--- config.mk ---
export PLATFORM = sky130hd
export DESIGN_NAME = mac_header_parse_filter_core
export DESIGN_NICKNAME = d
export VERILOG_FILES = /design/src/rtl/mhpf_pkg.sv /design/src/rtl/mhpf_parse.sv /design/src/rtl/mhpf_queue.sv /design/src/rtl/mac_header_parse_filter_core.sv
export SDC_FILE = /design/constraint.sdc
export NUM_CORES = 1
export LEC_CHECK = 0
export ABC_CLOCK_PERIOD_IN_PS = 18900
export BUFFER_PORTS_ARGS = -buffer_cell sky130_fd_sc_hd__buf_4
export CORE_MARGIN = 8
export CORE_UTILIZATION = 40
export DETAILED_ROUTE_END_ITERATION = 12
export SYNTH_ARGS = -nofsm -noshare
export SYNTH_HDL_FRONTEND = slang
export SYNTH_SLANG_ARGS = --single-unit
export TNS_END_PERCENT = 30
--- constraint.sdc ---
create_clock -name clk_i -period 18.9 [get_ports clk_i]
set_input_delay 1.89 -clock clk_i [delete_from_list [all_inputs] [get_ports clk_i]]
set_output_delay 1.89 -clock clk_i [all_outputs]
set_load 0.05 [all_outputs]
--- src/rtl/mhpf_pkg.sv ---
// shared types, constants and helpers of the frame header parser and filter
package mhpf_pkg;

  localparam logic [15:0] FC_FIXED_MASK  = 16'hf047;
  localparam logic [15:0] FC_FIXED_VALUE = 16'hc041;
  localparam logic [15:0] FC_CLEAR_MASK  = 16'h0198;
  localparam logic [15:0] FC_MODE_MASK   = 16'h0c00;
  localparam logic [15:0] FC_MODE_SHORT  = 16'h0800;

  localparam int unsigned IDX_W = 5;
  localparam logic [IDX_W-1:0] IDX_MAX       = 5'd31;
  localparam logic [IDX_W-1:0] IDX_CW_LO     = 5'd0;
  localparam logic [IDX_W-1:0] IDX_CW_HI     = 5'd1;
  localparam logic [IDX_W-1:0] IDX_SEQ       = 5'd2;
  localparam logic [IDX_W-1:0] IDX_PAN_LO    = 5'd3;
  localparam logic [IDX_W-1:0] IDX_PAN_HI    = 5'd4;
  localparam logic [IDX_W-1:0] IDX_DEST      = 5'd5;
  localparam logic [IDX_W-1:0] IDX_SHORT_END = 5'd6;
  localparam logic [IDX_W-1:0] SRC_OFF_SHORT = 5'd7;
  localparam logic [IDX_W-1:0] SRC_OFF_EXT   = 5'd13;
  localparam logic [IDX_W-1:0] HDR_SHORT     = 5'd15;
  localparam logic [IDX_W-1:0] HDR_EXT       = 5'd21;
  localparam logic [IDX_W-1:0] IDX_MIN_LAST  = 5'd4;

  localparam logic [15:0] SHORT_DEST_MAX = 16'd2;
  localparam logic [15:0] SHORT_DEST_ONE = 16'd1;
  localparam logic [15:0] SHORT_DEST_TWO = 16'd2;

  localparam int unsigned QDEPTH = 4;
  localparam int unsigned QPTR_W = 2;
  localparam int unsigned QCNT_W = 3;

  typedef enum logic [1:0] {
    STATUS_OK    = 2'd0,
    STATUS_TRUNC = 2'd1,
    STATUS_ADDR  = 2'd2,
    STATUS_DEST  = 2'd3
  } status_e;

  typedef enum logic {
    KIND_PAYLOAD = 1'b0,
    KIND_SUMMARY = 1'b1
  } kind_e;

  typedef struct packed {
    kind_e        kind;
    logic [7:0]   payload_byte;
    status_e      status;
    logic [15:0]  frame_ctrl;
    logic [7:0]   sequence_number;
    logic [15:0]  dest_pan_id;
    logic         destination_extended;
    logic [63:0]  destination_address;
    logic [63:0]  source_address;
    logic         accepted;
    logic         final_result;
  } result_t;

  typedef struct packed {
    logic    pay_vld;
    logic    sum_vld;
    result_t pay;
    result_t sum;
  } push_t;

  function automatic logic control_ok(input logic [15:0] cw);
    return ((cw & FC_FIXED_MASK) == FC_FIXED_VALUE) &&
           ((cw & FC_CLEAR_MASK) == 16'h0000) &&
           ((cw & FC_MODE_SHORT) != 16'h0000);
  endfunction

endpackage

--- src/rtl/mhpf_parse.sv ---
// input register, header field capture and result forming
module mhpf_parse (
  input  logic                 clk_i,
  input  logic                 rst_ni,
  input  logic                 in_valid_i,
  output logic                 in_stall_o,
  input  logic [7:0]           data_byte_i,
  input  logic                 frame_end_i,
  input  logic [63:0]          node_eui_i,
  input  logic                 space_ok_i,
  output mhpf_pkg::push_t      push_o
);

  logic                       in_vld_q;
  logic [7:0]                 in_byte_q;
  logic                       in_last_q;
  logic                       adv;

  logic [mhpf_pkg::IDX_W-1:0] idx_q, idx_d;
  logic [15:0]                cw_q, cw_d;
  logic [7:0]                 seq_q, seq_d;
  logic [15:0]                pan_q, pan_d;
  logic [63:0]                dest_q, dest_d;
  logic [63:0]                src_q, src_d;
  logic                       cbad_q, cbad_d;
  logic                       sbad_q, sbad_d;

  assign in_stall_o = in_vld_q && !space_ok_i;
  assign adv        = in_vld_q && space_ok_i;

  always_ff @(posedge clk_i or negedge rst_ni) begin
    if (!rst_ni) begin
      in_vld_q <= 1'b0;
    end else if (!in_stall_o) begin
      in_vld_q <= in_valid_i;
    end
  end

  always_ff @(posedge clk_i) begin
    if (!in_stall_o && in_valid_i) begin
      in_byte_q <= data_byte_i;
      in_last_q <= frame_end_i;
    end
  end

  always_comb begin
    logic                       ext;
    logic [mhpf_pkg::IDX_W-1:0] hdr;
    logic [mhpf_pkg::IDX_W-1:0] src_off;
    logic [mhpf_pkg::IDX_W-1:0] doff;
    logic [mhpf_pkg::IDX_W-1:0] soff;
    logic                       in_dest;
    logic                       in_src;
    mhpf_pkg::status_e          st;
    logic                       acc;

    ext     = (cw_q & mhpf_pkg::FC_MODE_MASK) == mhpf_pkg::FC_MODE_MASK;
    hdr     = ext ? mhpf_pkg::HDR_EXT : mhpf_pkg::HDR_SHORT;
    src_off = ext ? mhpf_pkg::SRC_OFF_EXT : mhpf_pkg::SRC_OFF_SHORT;
    doff    = idx_q - mhpf_pkg::IDX_DEST;
    soff    = idx_q - src_off;
    in_dest = (idx_q >= mhpf_pkg::IDX_DEST) && (idx_q < src_off);
    in_src  = (idx_q >= src_off) && (idx_q < hdr);

    cw_d   = cw_q;
    seq_d  = seq_q;
    pan_d  = pan_q;
    dest_d = dest_q;
    src_d  = src_q;
    cbad_d = cbad_q;
    sbad_d = sbad_q;
    push_o = '0;

    if (idx_q == mhpf_pkg::IDX_CW_LO) begin
      cw_d = {8'h00, in_byte_q};
    end else if (idx_q == mhpf_pkg::IDX_CW_HI) begin
      cw_d   = cw_q | {in_byte_q, 8'h00};
      cbad_d = !mhpf_pkg::control_ok(cw_d);
    end else if (idx_q == mhpf_pkg::IDX_SEQ) begin
      seq_d = in_byte_q;
    end else if (idx_q == mhpf_pkg::IDX_PAN_LO) begin
      pan_d = {8'h00, in_byte_q};
    end else if (idx_q == mhpf_pkg::IDX_PAN_HI) begin
      pan_d = pan_q | {in_byte_q, 8'h00};
    end else if (in_dest) begin
      for (int k = 0; k < 8; k++) begin
        if (doff[2:0] == 3'(k)) begin
          dest_d[8*k +: 8] = dest_q[8*k +: 8] | in_byte_q;
        end
      end
      if (!ext && idx_q == mhpf_pkg::IDX_SHORT_END) begin
        sbad_d = dest_d[15:0] > mhpf_pkg::SHORT_DEST_MAX;
      end
    end else if (in_src) begin
      for (int k = 0; k < 8; k++) begin
        if (soff[2:0] == 3'(k)) begin
          src_d[8*k +: 8] = src_q[8*k +: 8] | in_byte_q;
        end
      end
    end else if (!cbad_q && !sbad_q) begin
      push_o.pay_vld          = adv;
      push_o.pay.kind         = mhpf_pkg::KIND_PAYLOAD;
      push_o.pay.payload_byte = in_byte_q;
      push_o.pay.final_result = !in_last_q;
    end

    if (idx_q < mhpf_pkg::IDX_MIN_LAST) begin
      st = mhpf_pkg::STATUS_TRUNC;
    end else if (cbad_d) begin
      st = mhpf_pkg::STATUS_ADDR;
    end else if (idx_q < hdr - 5'd1) begin
      st = mhpf_pkg::STATUS_TRUNC;
    end else if (!ext && sbad_d) begin
      st = mhpf_pkg::STATUS_DEST;
    end else begin
      st = mhpf_pkg::STATUS_OK;
    end

    if (ext) begin
      acc = dest_d == node_eui_i;
    end else begin
      acc = (dest_d[15:0] == mhpf_pkg::SHORT_DEST_ONE) ||
            (dest_d[15:0] == mhpf_pkg::SHORT_DEST_TWO);
    end

    push_o.sum_vld                  = adv && in_last_q;
    push_o.sum.kind                 = mhpf_pkg::KIND_SUMMARY;
    push_o.sum.status               = st;
    push_o.sum.frame_ctrl           = cw_d;
    push_o.sum.sequence_number      = seq_d;
    push_o.sum.dest_pan_id          = pan_d;
    push_o.sum.destination_extended = (st == mhpf_pkg::STATUS_OK) && ext;
    push_o.sum.destination_address  = dest_d;
    push_o.sum.source_address       = src_d;
    push_o.sum.accepted             = (st == mhpf_pkg::STATUS_OK) && acc;
    push_o.sum.final_result         = 1'b1;

    idx_d = (idx_q < mhpf_pkg::IDX_MAX) ? idx_q + 5'd1 : idx_q;
  end

  always_ff @(posedge clk_i or negedge rst_ni) begin
    if (!rst_ni) begin
      idx_q  <= '0;
      cw_q   <= '0;
      seq_q  <= '0;
      pan_q  <= '0;
      dest_q <= '0;
      src_q  <= '0;
      cbad_q <= 1'b0;
      sbad_q <= 1'b0;
    end else if (adv) begin
      if (in_last_q) begin
        idx_q  <= '0;
        cw_q   <= '0;
        seq_q  <= '0;
        pan_q  <= '0;
        dest_q <= '0;
        src_q  <= '0;
        cbad_q <= 1'b0;
        sbad_q <= 1'b0;
      end else begin
        idx_q  <= idx_d;
        cw_q   <= cw_d;
        seq_q  <= seq_d;
        pan_q  <= pan_d;
        dest_q <= dest_d;
        src_q  <= src_d;
        cbad_q <= cbad_d;
        sbad_q <= sbad_d;
      end
    end
  end

`ifndef SYNTHESIS
  a_clear_after_last: assert property (@(posedge clk_i) disable iff (!rst_ni)
    adv && in_last_q |=> idx_q == '0 && !cbad_q && !sbad_q)
    else $error("frame state not cleared after last byte");

  a_payload_after_header: assert property (@(posedge clk_i) disable iff (!rst_ni)
    push_o.pay_vld |-> idx_q >= mhpf_pkg::HDR_SHORT && !cbad_q)
    else $error("payload item before a valid header");

  a_push_only_on_advance: assert property (@(posedge clk_i) disable iff (!rst_ni)
    (push_o.pay_vld || push_o.sum_vld) |-> adv)
    else $error("result pushed without an advancing item");
`endif

endmodule

--- src/rtl/mhpf_queue.sv ---
// small result queue taking up to two results per cycle and giving one unless the output stalls
module mhpf_queue (
  input  logic                clk_i,
  input  logic                rst_ni,
  input  mhpf_pkg::push_t     push_i,
  output logic                space_ok_o,
  output logic                out_valid_o,
  input  logic                out_stall_i,
  output mhpf_pkg::result_t   head_o
);

  mhpf_pkg::result_t             mem_q [mhpf_pkg::QDEPTH];
  logic [mhpf_pkg::QPTR_W-1:0]   wr_q;
  logic [mhpf_pkg::QPTR_W-1:0]   rd_q;
  logic [mhpf_pkg::QCNT_W-1:0]   cnt_q;
  logic [mhpf_pkg::QPTR_W-1:0]   sum_ptr;
  logic [mhpf_pkg::QCNT_W-1:0]   n_push;
  logic                          pop;

  assign out_valid_o = cnt_q != '0;
  assign pop         = out_valid_o && !out_stall_i;
  assign space_ok_o  = cnt_q <= mhpf_pkg::QCNT_W'(mhpf_pkg::QDEPTH - 2);
  assign head_o      = mem_q[rd_q];
  assign sum_ptr     = wr_q + mhpf_pkg::QPTR_W'(push_i.pay_vld);
  assign n_push      = mhpf_pkg::QCNT_W'(push_i.pay_vld) +
                       mhpf_pkg::QCNT_W'(push_i.sum_vld);

  always_ff @(posedge clk_i) begin
    if (push_i.pay_vld) begin
      mem_q[wr_q] <= push_i.pay;
    end
    if (push_i.sum_vld) begin
      mem_q[sum_ptr] <= push_i.sum;
    end
  end

  always_ff @(posedge clk_i or negedge rst_ni) begin
    if (!rst_ni) begin
      wr_q  <= '0;
      rd_q  <= '0;
      cnt_q <= '0;
    end else begin
      wr_q  <= wr_q + n_push[mhpf_pkg::QPTR_W-1:0];
      rd_q  <= rd_q + mhpf_pkg::QPTR_W'(pop);
      cnt_q <= cnt_q + n_push - mhpf_pkg::QCNT_W'(pop);
    end
  end

`ifndef SYNTHESIS
  a_no_overflow: assert property (@(posedge clk_i) disable iff (!rst_ni)
    cnt_q <= mhpf_pkg::QCNT_W'(mhpf_pkg::QDEPTH))
    else $error("result queue overflow");

  a_push_has_room: assert property (@(posedge clk_i) disable iff (!rst_ni)
    n_push != '0 |-> space_ok_o)
    else $error("push into result queue without room");

  a_ptr_gap: assert property (@(posedge clk_i) disable iff (!rst_ni)
    cnt_q != mhpf_pkg::QCNT_W'(mhpf_pkg::QDEPTH) |->
      wr_q - rd_q == cnt_q[mhpf_pkg::QPTR_W-1:0])
    else $error("queue pointers disagree with fill count");
`endif

endmodule

--- src/rtl/mac_header_parse_filter_core.sv ---
// top level of the frame header parser and destination filter
// One frame byte is taken per item, with frame_end on the last byte. The block
// captures the little-endian frame control, sequence byte, destination PAN,
// short or extended destination and 8-byte source EUI, then emits each payload
// byte after a valid header as a kind 0 item, and on the last byte a kind 1
// summary with status, fields and the accept flag (short destination 1 or 2,
// or an extended destination equal to the local EUI). A new byte is taken every
// cycle unless input is held, as each byte needs only one pass of field capture
// logic; results go from the input register into the result queue. A last byte
// that is also payload yields two results, which the four-entry result queue,
// drained one item per cycle, absorbs without holding input; input is held only
// when results back up behind a stalled output. The user must write the own
// address via cfg_we_i / cfg_wdata_i only while idle; this is not enforced.
module mac_header_parse_filter_core (
  input  logic        clk_i,
  input  logic        rst_ni,
  input  logic        cfg_we_i,
  input  logic [63:0] cfg_wdata_i,
  input  logic        in_valid_i,
  output logic        in_stall_o,
  input  logic [7:0]  data_byte_i,
  input  logic        frame_end_i,
  output logic        out_valid_o,
  input  logic        out_stall_i,
  output logic        kind_o,
  output logic [7:0]  payload_byte_o,
  output logic [1:0]  status_o,
  output logic [15:0] frame_ctrl_o,
  output logic [7:0]  sequence_number_o,
  output logic [15:0] dest_pan_id_o,
  output logic        destination_extended_o,
  output logic [63:0] destination_address_o,
  output logic [63:0] source_address_o,
  output logic        accepted_o,
  output logic        final_result_o
);

  logic [63:0]       node_eui_q;
  logic              space_ok;
  mhpf_pkg::push_t   push;
  mhpf_pkg::result_t head;

  always_ff @(posedge clk_i or negedge rst_ni) begin
    if (!rst_ni) begin
      node_eui_q <= '0;
    end else if (cfg_we_i) begin
      node_eui_q <= cfg_wdata_i;
    end
  end

  mhpf_parse u_parse (
    .clk_i       (clk_i),
    .rst_ni      (rst_ni),
    .in_valid_i  (in_valid_i),
    .in_stall_o  (in_stall_o),
    .data_byte_i (data_byte_i),
    .frame_end_i (frame_end_i),
    .node_eui_i  (node_eui_q),
    .space_ok_i  (space_ok),
    .push_o      (push)
  );

  mhpf_queue u_queue (
    .clk_i       (clk_i),
    .rst_ni      (rst_ni),
    .push_i      (push),
    .space_ok_o  (space_ok),
    .out_valid_o (out_valid_o),
    .out_stall_i (out_stall_i),
    .head_o      (head)
  );

  assign kind_o                 = head.kind;
  assign payload_byte_o         = head.payload_byte;
  assign status_o               = head.status;
  assign frame_ctrl_o           = head.frame_ctrl;
  assign sequence_number_o      = head.sequence_number;
  assign dest_pan_id_o          = head.dest_pan_id;
  assign destination_extended_o = head.destination_extended;
  assign destination_address_o  = head.destination_address;
  assign source_address_o       = head.source_address;
  assign accepted_o             = head.accepted;
  assign final_result_o         = head.final_result;

endmodule
# Word-level counts from Yosys, hierarchy flattened
# Memory sizes are Yosys's and may differ from the RTL's.
# Cells that the tools add are included.
# totals
out_inout_bits,184
reg_bits,256
n_memories,1
in_bits,78
elab_cells,212
ramBits,728
# op_classes
reduce_logical,31
add_sub_neg,10
order_cmp,9
bitwise_logic,18
eq_ne,24
n_mux,104
# memory_table
memory,depth,width,rd,rd_ports_with_merged_regs,write_ports,line,source
u_queue.mem_q,4,182,1,0,2,mhpf_queue.sv:12,mhpf_pkg::result_t mem_q [mhpf_pkg::QDEPTH];
# ops
op,n
$mux 64,15
$mux 8,33
$mux 16,9
$or 8x8->8,16
$eq 64x64->1,1
$mux 9,7
$mux 1,32
$or 16x16->16,2
$eq 3x3->1 const B,8
$eq 16x1->1 const B,1
$eq 16x2->1 const B,1
$gt 16x2->1 const B,1
$logic_not 16->1,1
$mux 5,3
$logic_and 1x1->1,14
$eq 3x2->1 const B,4
$eq 5x2->1 const B,2
$eq 5x3->1 const B,2
$lt 5x5->1,2
$eq 8x8->1 const B,1
$logic_not 1->1,8
$mux 2,4
$eq 3x1->1 const B,2
$logic_not 3->1,2
24 further kinds,25

# Logic depth before layout (Yosys ltp)
# Gate-level depths: netlist of run 1.
# logic_depth
word_depth,25
ltp_mapped,16
mapped_depth_nobuf,15

# Modules after synthesis
# Synthesis of run 1 repeated with hierarchy kept, for this count alone.
# unflattened
cells_unflattened,3356
area_unflattened_um2,50893.8
# modules_own_cells
module,instances,cells_per_inst,seq_area_each_um2,area_per_inst_um2
mhpf_queue,1,1801,22036.1,35939.5
mhpf_parse,1,1420,4674.5,12275.5
mac_header_parse_filter_core,1,135,1601.5,2678.8

# Least setup slack after synthesis of run 1
# OpenSTA, ideal clock, no wires.
# synth_path
path_kind,register -> register
from,register u_parse.idx_q[1] (netlist bit)
to,memory u_queue.mem_q[2][100] (netlist bit) (enable)
t_arrival_ns,14.362
required_time_ns,17.958
setup_slack_ns,3.596
period_less_slack_ns,15.304
path_stages_with_launch,10
path_buffers,1
setup_time_ns,0.942
path_cell_list,dfrtp_1 inv_1 ha_1 a21o_2 a21oi_4 buf_6 a211oi_1 nor4_2 nand3_1 o21ai_0
# synth_lines
element,line,source
start: declaration,mhpf_parse.sv:19,"logic [mhpf_pkg::IDX_W-1:0] idx_q, idx_d;"
start signal: assignment,mhpf_parse.sv:162,idx_q <= idx_d;
end: declaration,mhpf_queue.sv:12,

==> parameters.txt, run 1 <==
Parameter                              Value

Routing
  DRT Wirelength    127000 microns
  Initial detailed-routing violation count    3508
  Average via count per standard cell    5.74
  Vias    28000
  Antenna-violating nets left    0
  Detailed-route wire length per cell    26.0 microns
  Pre-antenna DRT Iters    6
  Post-route DRC    0

Clock tree
  TritonCTS clock tree    built
  Total setup buffers inserted after CTS    0
  Count of cells resized by post-cts repair    0
  Root Buffer Master    sky130_fd_sc_hd__clkbuf_16
  Clock-pin slew reported for the worst setup and hold paths after clock tree synthesis    70 ps
  Number of sinks on the clock net    roughly 1000
  Max H-tree Level    3
  Total clock buffers created by CTS    roughly 100
  Clock Latency Late Sink    710 ps
  Number of hold buffers added after CTS    0
  Clock buffer depth    3

Logic synthesis
  Number of warnings issued by yosys    0
  Biggest area contributors in the synthesized netlist    sky130_fd_sc_hd__edfxtp_1 (49%), sky130_fd_sc_hd__dfrtp_1 (15%), sky130_fd_sc_hd__mux4_2 (9.6%)
  Share of Yosys cell area claimed by the top area cell type    about half
  Synthesized Nets    3304
  Avg Inst Size Synth    13.3 sq um
  Number of flops mapped to enable cells by yosys    roughly 700
  Number of library cell types mapped by synthesis    83
  Proportion of register bits with asynchronous set or reset after synthesis    between 20% and 30%
  Synthesized netlist cell count    3207
  Register area share after synthesis    65.6%
  Cell accounting for the most synthesized area    sky130_fd_sc_hd__edfxtp_1
  Prevailing post-synth register cell    sky130_fd_sc_hd__edfxtp_1
  Yosys reg bits    slightly below 1000
  Netlist area before placement    42500 sq um

Die
  Io pins    262
  Starting utilization of the core area    between 40% and 50%
  Die boundary height    342 microns
  Number of rows in the core area    119
  Total die area    117000 sq um
  Placeable core region    105000 sq um
  Floorplan die width    342 microns

Pwr
  Reported net switching power    approximately 3.4 mW
  Total internal power    about 4.8 mW
  Clock share of power    ~25%
  Worst vdd rail ir drop    ~0.18 mV
  Gate power share    40.3%
  Sequential power share    35.0%
  Reported leakage power    between 15 and 20 nW
  Switching share of power    41.4%
  Post-route total power    8.21 mW
  Pwr dens    ~170 nW/um^2

Place
  DP Area    approximately 46000 sq um
  Final RePlAce weighted congestion    0.933
  Post-detail-place hpwl    76200 microns
  Port buffer count    ~260

Critical path
  Worst setup SP type    flop
  CP endpoint kind    flop
  Data arrival at the endpoint of the critical path    7210 ps
  Maximum fanout encountered on the critical timing path    65
  Crit Path Category    flop to flop
  Critical Path RT    19190 ps

Timing
  Crit path time final    approximately 7000 ps
  Clock Skew    39.6 ps
  Hold WS    440 ps
  Finish-stage setup viols    0
  Slew at the pin with the worst max-slew slack    about 1200 ps
  RSZ-0062 raised after global routing    false
  Worst rel slew slack    17.2%
  F_max    around 0.14 GHz
  Setup TNS after final layout    0 ps
  Endpoints failing hold    0
  Period utilization    36.6%
  Max-slew violation count    0

Worst hold path
  Kind of path behind the tightest hold check    flop to flop

Layout
  Area grow syn2layout    15.9%
  Fill count    about 9400
  Cell area after layout    49300 sq um
  Share of layout cells above drive strength 1    21.7%
  Total Nets Final    3495

GRT
  Pin count of the biggest net entering global routing    about 180
  GRT Util Overall    between 20% and 30%
  Overflow left after global routing    0
  Vias in the first global route    27600
  Wire length of the first global-routing pass    roughly 190000 microns
  Number of antenna violations at the first check in global routing    3

Run status
  Run status    completed

Job
  Max capacitance violation total    0
cell families after synthesis:
kind of cell / synth area share, %
XOR/XNOR: 0.797
AO/OA/AOI/OAI: 6.99
multiplexers: 12.1
adder cells (fa/ha/maj): 0.577
flip-flops: 65.6
AND/OR/NAND/NOR: 11.2
buffers and inverters: 2.75
placed cells by master, fill, tap and decap left out, types with 20 or more instances in the layout:
master	count
sky130_fd_sc_hd__nor2_1	852
sky130_fd_sc_hd__edfxtp_1	697
sky130_fd_sc_hd__buf_4	318
sky130_fd_sc_hd__dfrtp_1	245
sky130_fd_sc_hd__mux4_2	182
sky130_fd_sc_hd__a21oi_1	143
sky130_fd_sc_hd__clkbuf_16	105
sky130_fd_sc_hd__nand2_1	104
sky130_fd_sc_hd__a31oi_1	76
sky130_fd_sc_hd__o21ai_0	72
sky130_fd_sc_hd__inv_1	55
sky130_fd_sc_hd__mux2_2	51
sky130_fd_sc_hd__mux2i_1	46
sky130_fd_sc_hd__dfxtp_1	40
sky130_fd_sc_hd__a41oi_1	39
sky130_fd_sc_hd__clkbuf_1	35
sky130_fd_sc_hd__nor3_1	33
sky130_fd_sc_hd__nand2b_1	28
sky130_fd_sc_hd__xor2_1	24
sky130_fd_sc_hd__and2_1	20
cell type report:
type / count / area [sq um] / share of cell area, %
flip-flops and latches: 984 / 27900 / 56.6
multi-input cells: 1929 / 13500 / 27.5
clock buffers: 148 / 2870 / 5.82
repair buffers: 324 / 2500 / 5.08
well taps: 1391 / 1740 / 3.53
clock inverters: 47 / 504 / 1.02
inverters: 56 / 213 / 0.431
diodes: 2 / 5.00 / 0.0102
path summary, 6_finish.rpt:
check,start,end,slack (ps),cells after the start
setup reg to reg,u_parse.idx_q[1],u_queue.mem_q[0][77],11980,16
hold reg to reg,u_queue.mem_q[3][181],u_queue.mem_q[3][181],440,2
min in group asynchronous,rst_ni,u_parse.src_q[43],1170,1
max in group asynchronous,rst_ni,node_eui_q[39],14990,4
setup / recovery,u_parse.idx_q[1],u_queue.mem_q[0][77],11980,16
hold / removal,u_queue.mem_q[3][181],u_queue.mem_q[3][181],440,2
through the flow:
stage	worst slack, ps	std cells	util, %
floorplan	3600	3207	-
global placement	12130	4684	43.6
detailed placement	12060	4684	43.6
CTS	12010	4879	46.8
global route	11630	4879	46.8
finish	11980	4881	46.8
critical path: stages, from the launching register on:
cell and delay [ps]:
sky130_fd_sc_hd__dfrtp_1 540, sky130_fd_sc_hd__inv_1 180, sky130_fd_sc_hd__ha_1 440, sky130_fd_sc_hd__a21o_2 330, sky130_fd_sc_hd__a21oi_4 130, sky130_fd_sc_hd__buf_4 390
sky130_fd_sc_hd__a211oi_1 160, sky130_fd_sc_hd__nor4_2 380, sky130_fd_sc_hd__buf_4 260, sky130_fd_sc_hd__nand2_1 100, sky130_fd_sc_hd__inv_1 120, sky130_fd_sc_hd__ha_1 200
sky130_fd_sc_hd__xor2_1 190, sky130_fd_sc_hd__nor3_1 890, sky130_fd_sc_hd__or2_4 540, sky130_fd_sc_hd__buf_4 620, sky130_fd_sc_hd__buf_4 890
per-layer routing:
metal	global-route usage, %	share of wire [%]
met5	0	0
met4	6.51	2.9
met3	3.16	7.2
met2	34.0	48
met1	29.7	42
power groups by stage:
stage / logic [mW] / clock network, mW / registers [mW]
floorplan: 2.28 / 0 / 2.87
global placement: 3.34 / 0 / 2.91
detailed placement: 3.35 / 0 / 2.92
CTS: 3.36 / 2.06 / 2.88
global route: 3.46 / 2.14 / 2.91
finish: 3.31 / 2.03 / 2.88
synthesized netlist by cell type (12+ instances only):
cell type	number
sky130_fd_sc_hd__o21ai_0	73
sky130_fd_sc_hd__mux2_2	51
sky130_fd_sc_hd__mux2i_1	46
sky130_fd_sc_hd__nand2_1	109
sky130_fd_sc_hd__inv_1	55
sky130_fd_sc_hd__dfxtp_1	40
sky130_fd_sc_hd__ha_1	18
sky130_fd_sc_hd__dfrtp_1	247
sky130_fd_sc_hd__a22oi_1	16
sky130_fd_sc_hd__nand2b_1	29
sky130_fd_sc_hd__edfxtp_1	697
sky130_fd_sc_hd__mux4_2	182
sky130_fd_sc_hd__clkbuf_1	155
sky130_fd_sc_hd__a41oi_1	39
sky130_fd_sc_hd__a21oi_1	143
sky130_fd_sc_hd__nor2_1	852
sky130_fd_sc_hd__buf_2	15
sky130_fd_sc_hd__and2_1	21
sky130_fd_sc_hd__nand4_1	18
sky130_fd_sc_hd__a211oi_1	12
sky130_fd_sc_hd__nand3_1	14
sky130_fd_sc_hd__buf_1	58
sky130_fd_sc_hd__o22ai_1	19
sky130_fd_sc_hd__a31oi_1	76
sky130_fd_sc_hd__xor2_1	24
sky130_fd_sc_hd__nor3_1	35
flip-flops by register name, summed over array words and instances, names as in the netlist, 3 cells and up:
name and cells:
node_eui_q 64, u_parse.in_byte_q 8, u_parse.seq_q 8, u_queue.mem_q 728
u_parse.cw_q 16, u_parse.idx_q 5, u_parse.pan_q 16, u_parse.dest_q 64
u_parse.src_q 64, u_queue.cnt_q 3
Power figures use the tool's default switching activity.
==> inputs of run 2 (changes only) <==
- ABC_CLOCK_PERIOD_IN_PS: 18900 -> 6600
- clock period: 18.9 -> 6.6 ns (I/O delays scaled with it)
==> parameters.txt, run 2 (synthesized netlist as in run 1, its figures left out) <==
Parameter                              Value

Clock tree
  TritonCTS clock tree    built
  Clock-pin slew reported for the worst setup and hold paths after clock tree synthesis    60 ps
  Clock buffer depth    3
  Count of cells resized by post-cts repair    0
  Total clock buffers created by CTS    102
  Total setup buffers inserted after CTS    0
  Number of hold buffers added after CTS    0
  Clock Latency Late Sink    roughly 700 ps
  Max H-tree Level    3
  Number of sinks on the clock net    approximately 980
  Root Buffer Master    sky130_fd_sc_hd__clkbuf_16

Pwr
  Reported net switching power    between 9 and 10 mW
  Sequential power share    35.0%
  Switching share of power    between 40% and 50%
  Pwr dens    474 nW/um^2
  Total internal power    around 14 mW
  Worst vdd rail ir drop    between 0.4 and 0.5 mV
  Clock share of power    between 20% and 30%
  Gate power share    40.4%
  Reported leakage power    approximately 17 nW

Die
  Floorplan die width    342 microns
  Placeable core region    around 110000 sq um
  Starting utilization of the core area    around two fifths
  Die boundary height    342 microns
  Io pins    262
  Total die area    approximately 120000 sq um
  Number of rows in the core area    119

Routing
  Detailed-route wire length per cell    roughly 26 microns
  Pre-antenna DRT Iters    8
  DRT Wirelength    126000 microns
  Vias    28000
  Initial detailed-routing violation count    2940
  Average via count per standard cell    5.74
  Post-route DRC    0
  Antenna-violating nets left    0

Layout
  Leading cell type in the layout, fill and taps excluded    sky130_fd_sc_hd__nor2_1
  Multi-input gate area in the final layout    about 14000 sq um
  Share of layout cells above drive strength 1    between 20 and 25%
  Register Area    between 20000 and 30000 sq um
  Reg with most FFs    u_queue.mem_q
  Final non-filler cell total    4888
  Area grow syn2layout    16.4%
  Largest register FFs    728
  Total Nets Final    3505
  Fill count    9267
  Commonest cells after routing, fill and taps aside    sky130_fd_sc_hd__nor2_1 (852), sky130_fd_sc_hd__edfxtp_1 (697), sky130_fd_sc_hd__buf_4 (320)

Place
  DP Worst Slack    1590 ps
  Post-detail-place hpwl    76100 microns
  Port buffer count    261
  Final RePlAce weighted congestion    0.961
  Dpl cells    about 4700

Timing
  RSZ-0062 raised after global routing    false
  Crit path time final    5130 ps
  Period utilization    77.7%
  Worst rel slew slack    3.98%
  Clock Skew    43.0 ps
  Slew at the pin with the worst max-slew slack    1440 ps
  Max-slew violation count    0
  Least setup slack across all paths after layout    1470 ps
  F_max    0.195 GHz
  Finish-stage setup viols    0
  Endpoints failing hold    0

GRT
  Number of antenna violations at the first check in global routing    3
  GRT Util Overall    21.0%
  Wire length of the first global-routing pass    187000 microns
  Overflow left after global routing    0
  Vias in the first global route    27700
  Pin count of the biggest net entering global routing    175

Critical path
  Crit path max-delay cell type    sky130_fd_sc_hd__or4_1
  Family with the most delay on the worst path    simple AND/OR/NAND/NOR gates
  Maximum fanout encountered on the critical timing path    105
  Number of cells on the worst reg-to-reg path    15
  Reg-to-reg endpoint    u_queue.mem_q[0][100]
  Crit Path Category    flop to flop
  Cell Chain, Critical Path    inv_1 -> ha_1 -> or4_1 -> o211ai_4 -> o21ai_1 -> nor4_2 -> buf_4 -> nand2_1 -> inv_1 -> ha_1 -> xor2_1 -> nor3_1 -> buf_4 -> or2_4 -> buf_12
  CP endpoint kind    flop
  Worst reg2reg setup slack    roughly 1500 ps
  Worst setup SP type    flop
  Delay contributed by the slowest stage of the critical path    620 ps
  Critical Path RT    6860 ps
  Buf+Inv Stages, Crit Path    5
  Data arrival at the endpoint of the critical path    5390 ps
  Reg-to-Reg Start    u_parse.idx_q[1]

Run status
  Run status    completed

Worst hold path
  Kind of path behind the tightest hold check    input pin to asynchronous set/reset pin

Job
  Max capacitance violation total    0
[run 2: cell types whose count changed in the layout (fill, tap and decap cells not counted), moves of 2 or more]
cell	before	now
sky130_fd_sc_hd__clkbuf_8	8	18
sky130_fd_sc_hd__buf_12	5	14
sky130_fd_sc_hd__clkinv_1	15	6
sky130_fd_sc_hd__clkinv_2	17	13
sky130_fd_sc_hd__inv_6	0	3
sky130_fd_sc_hd__buf_4	318	320
sky130_fd_sc_hd__bufinv_16	7	5
sky130_fd_sc_hd__clkbuf_2	0	2
[run 2: area by class of cell]
| class | instances | share of cell area (%) |
|---|---|---|
| flip-flops and latches | 984 | 56.4 |
| multi-input cells | 1929 | 27.4 |
| clock buffers | 160 | 6.09 |
| repair buffers | 335 | 5.45 |
| well taps | 1391 | 3.52 |
| clock inverters | 32 | 0.705 |
| inverters | 56 | 0.430 |
| diodes | 1 | 0.00506 |
[run 2: layer usage]
metal	up-vias	global-route usage, %	share of wire [%]
met1	14300	30.1	43
met3	225	3.43	7.7
met2	1326	33.1	47
met5	-	0	0
li1	12200	-	-
met4	0	5.88	2.7
[run 2: metrics by stage]
stage	hold WS, ps	util (%)	setup TNS, ps	area (sq um)	total power [mW]
2_1_floorplan	364	-	-296440	42500	14.7
3_3_place_gp	426	43.8	0	46100	17.9
3_5_place_dp	437	43.8	0	46100	17.9
4_1_cts	51.5	47.0	0	49500	23.7
5_1_grt	55.1	47.0	0	49500	24.3
6_report	0.672	47.0	0	49500	23.5
[run 2: power groups by stage]
| stage | clock [mW] | sequential (mW) | combinational [mW] |
|---|---|---|---|
| 3_3_place_gp | 0 | 8.31 | 9.58 |
| 6_report | 5.78 | 8.21 | 9.48 |
| 4_1_cts | 5.86 | 8.21 | 9.62 |
| 5_1_grt | 6.08 | 8.30 | 9.95 |
| 3_5_place_dp | 0 | 8.33 | 9.59 |
| 2_1_floorplan | 0 | 8.12 | 6.54 |
[run 2: worst max-delay path by stage]
stage | from | to | slack (ps) | cells after the start
floorplan | u_parse.idx_q[1] | u_queue.mem_q[3][100] | -980 | 15
global placement | u_parse.idx_q[1] | u_queue.mem_q[0][100] | 1650 | 15
detailed placement | u_parse.idx_q[1] | u_queue.mem_q[0][99] | 1590 | 15
CTS | u_parse.idx_q[1] | u_queue.mem_q[0][100] | 1560 | 15
global route | u_parse.idx_q[1] | u_queue.mem_q[0][100] | 1230 | 15
finish | u_parse.idx_q[1] | u_queue.mem_q[0][100] | 1470 | 15
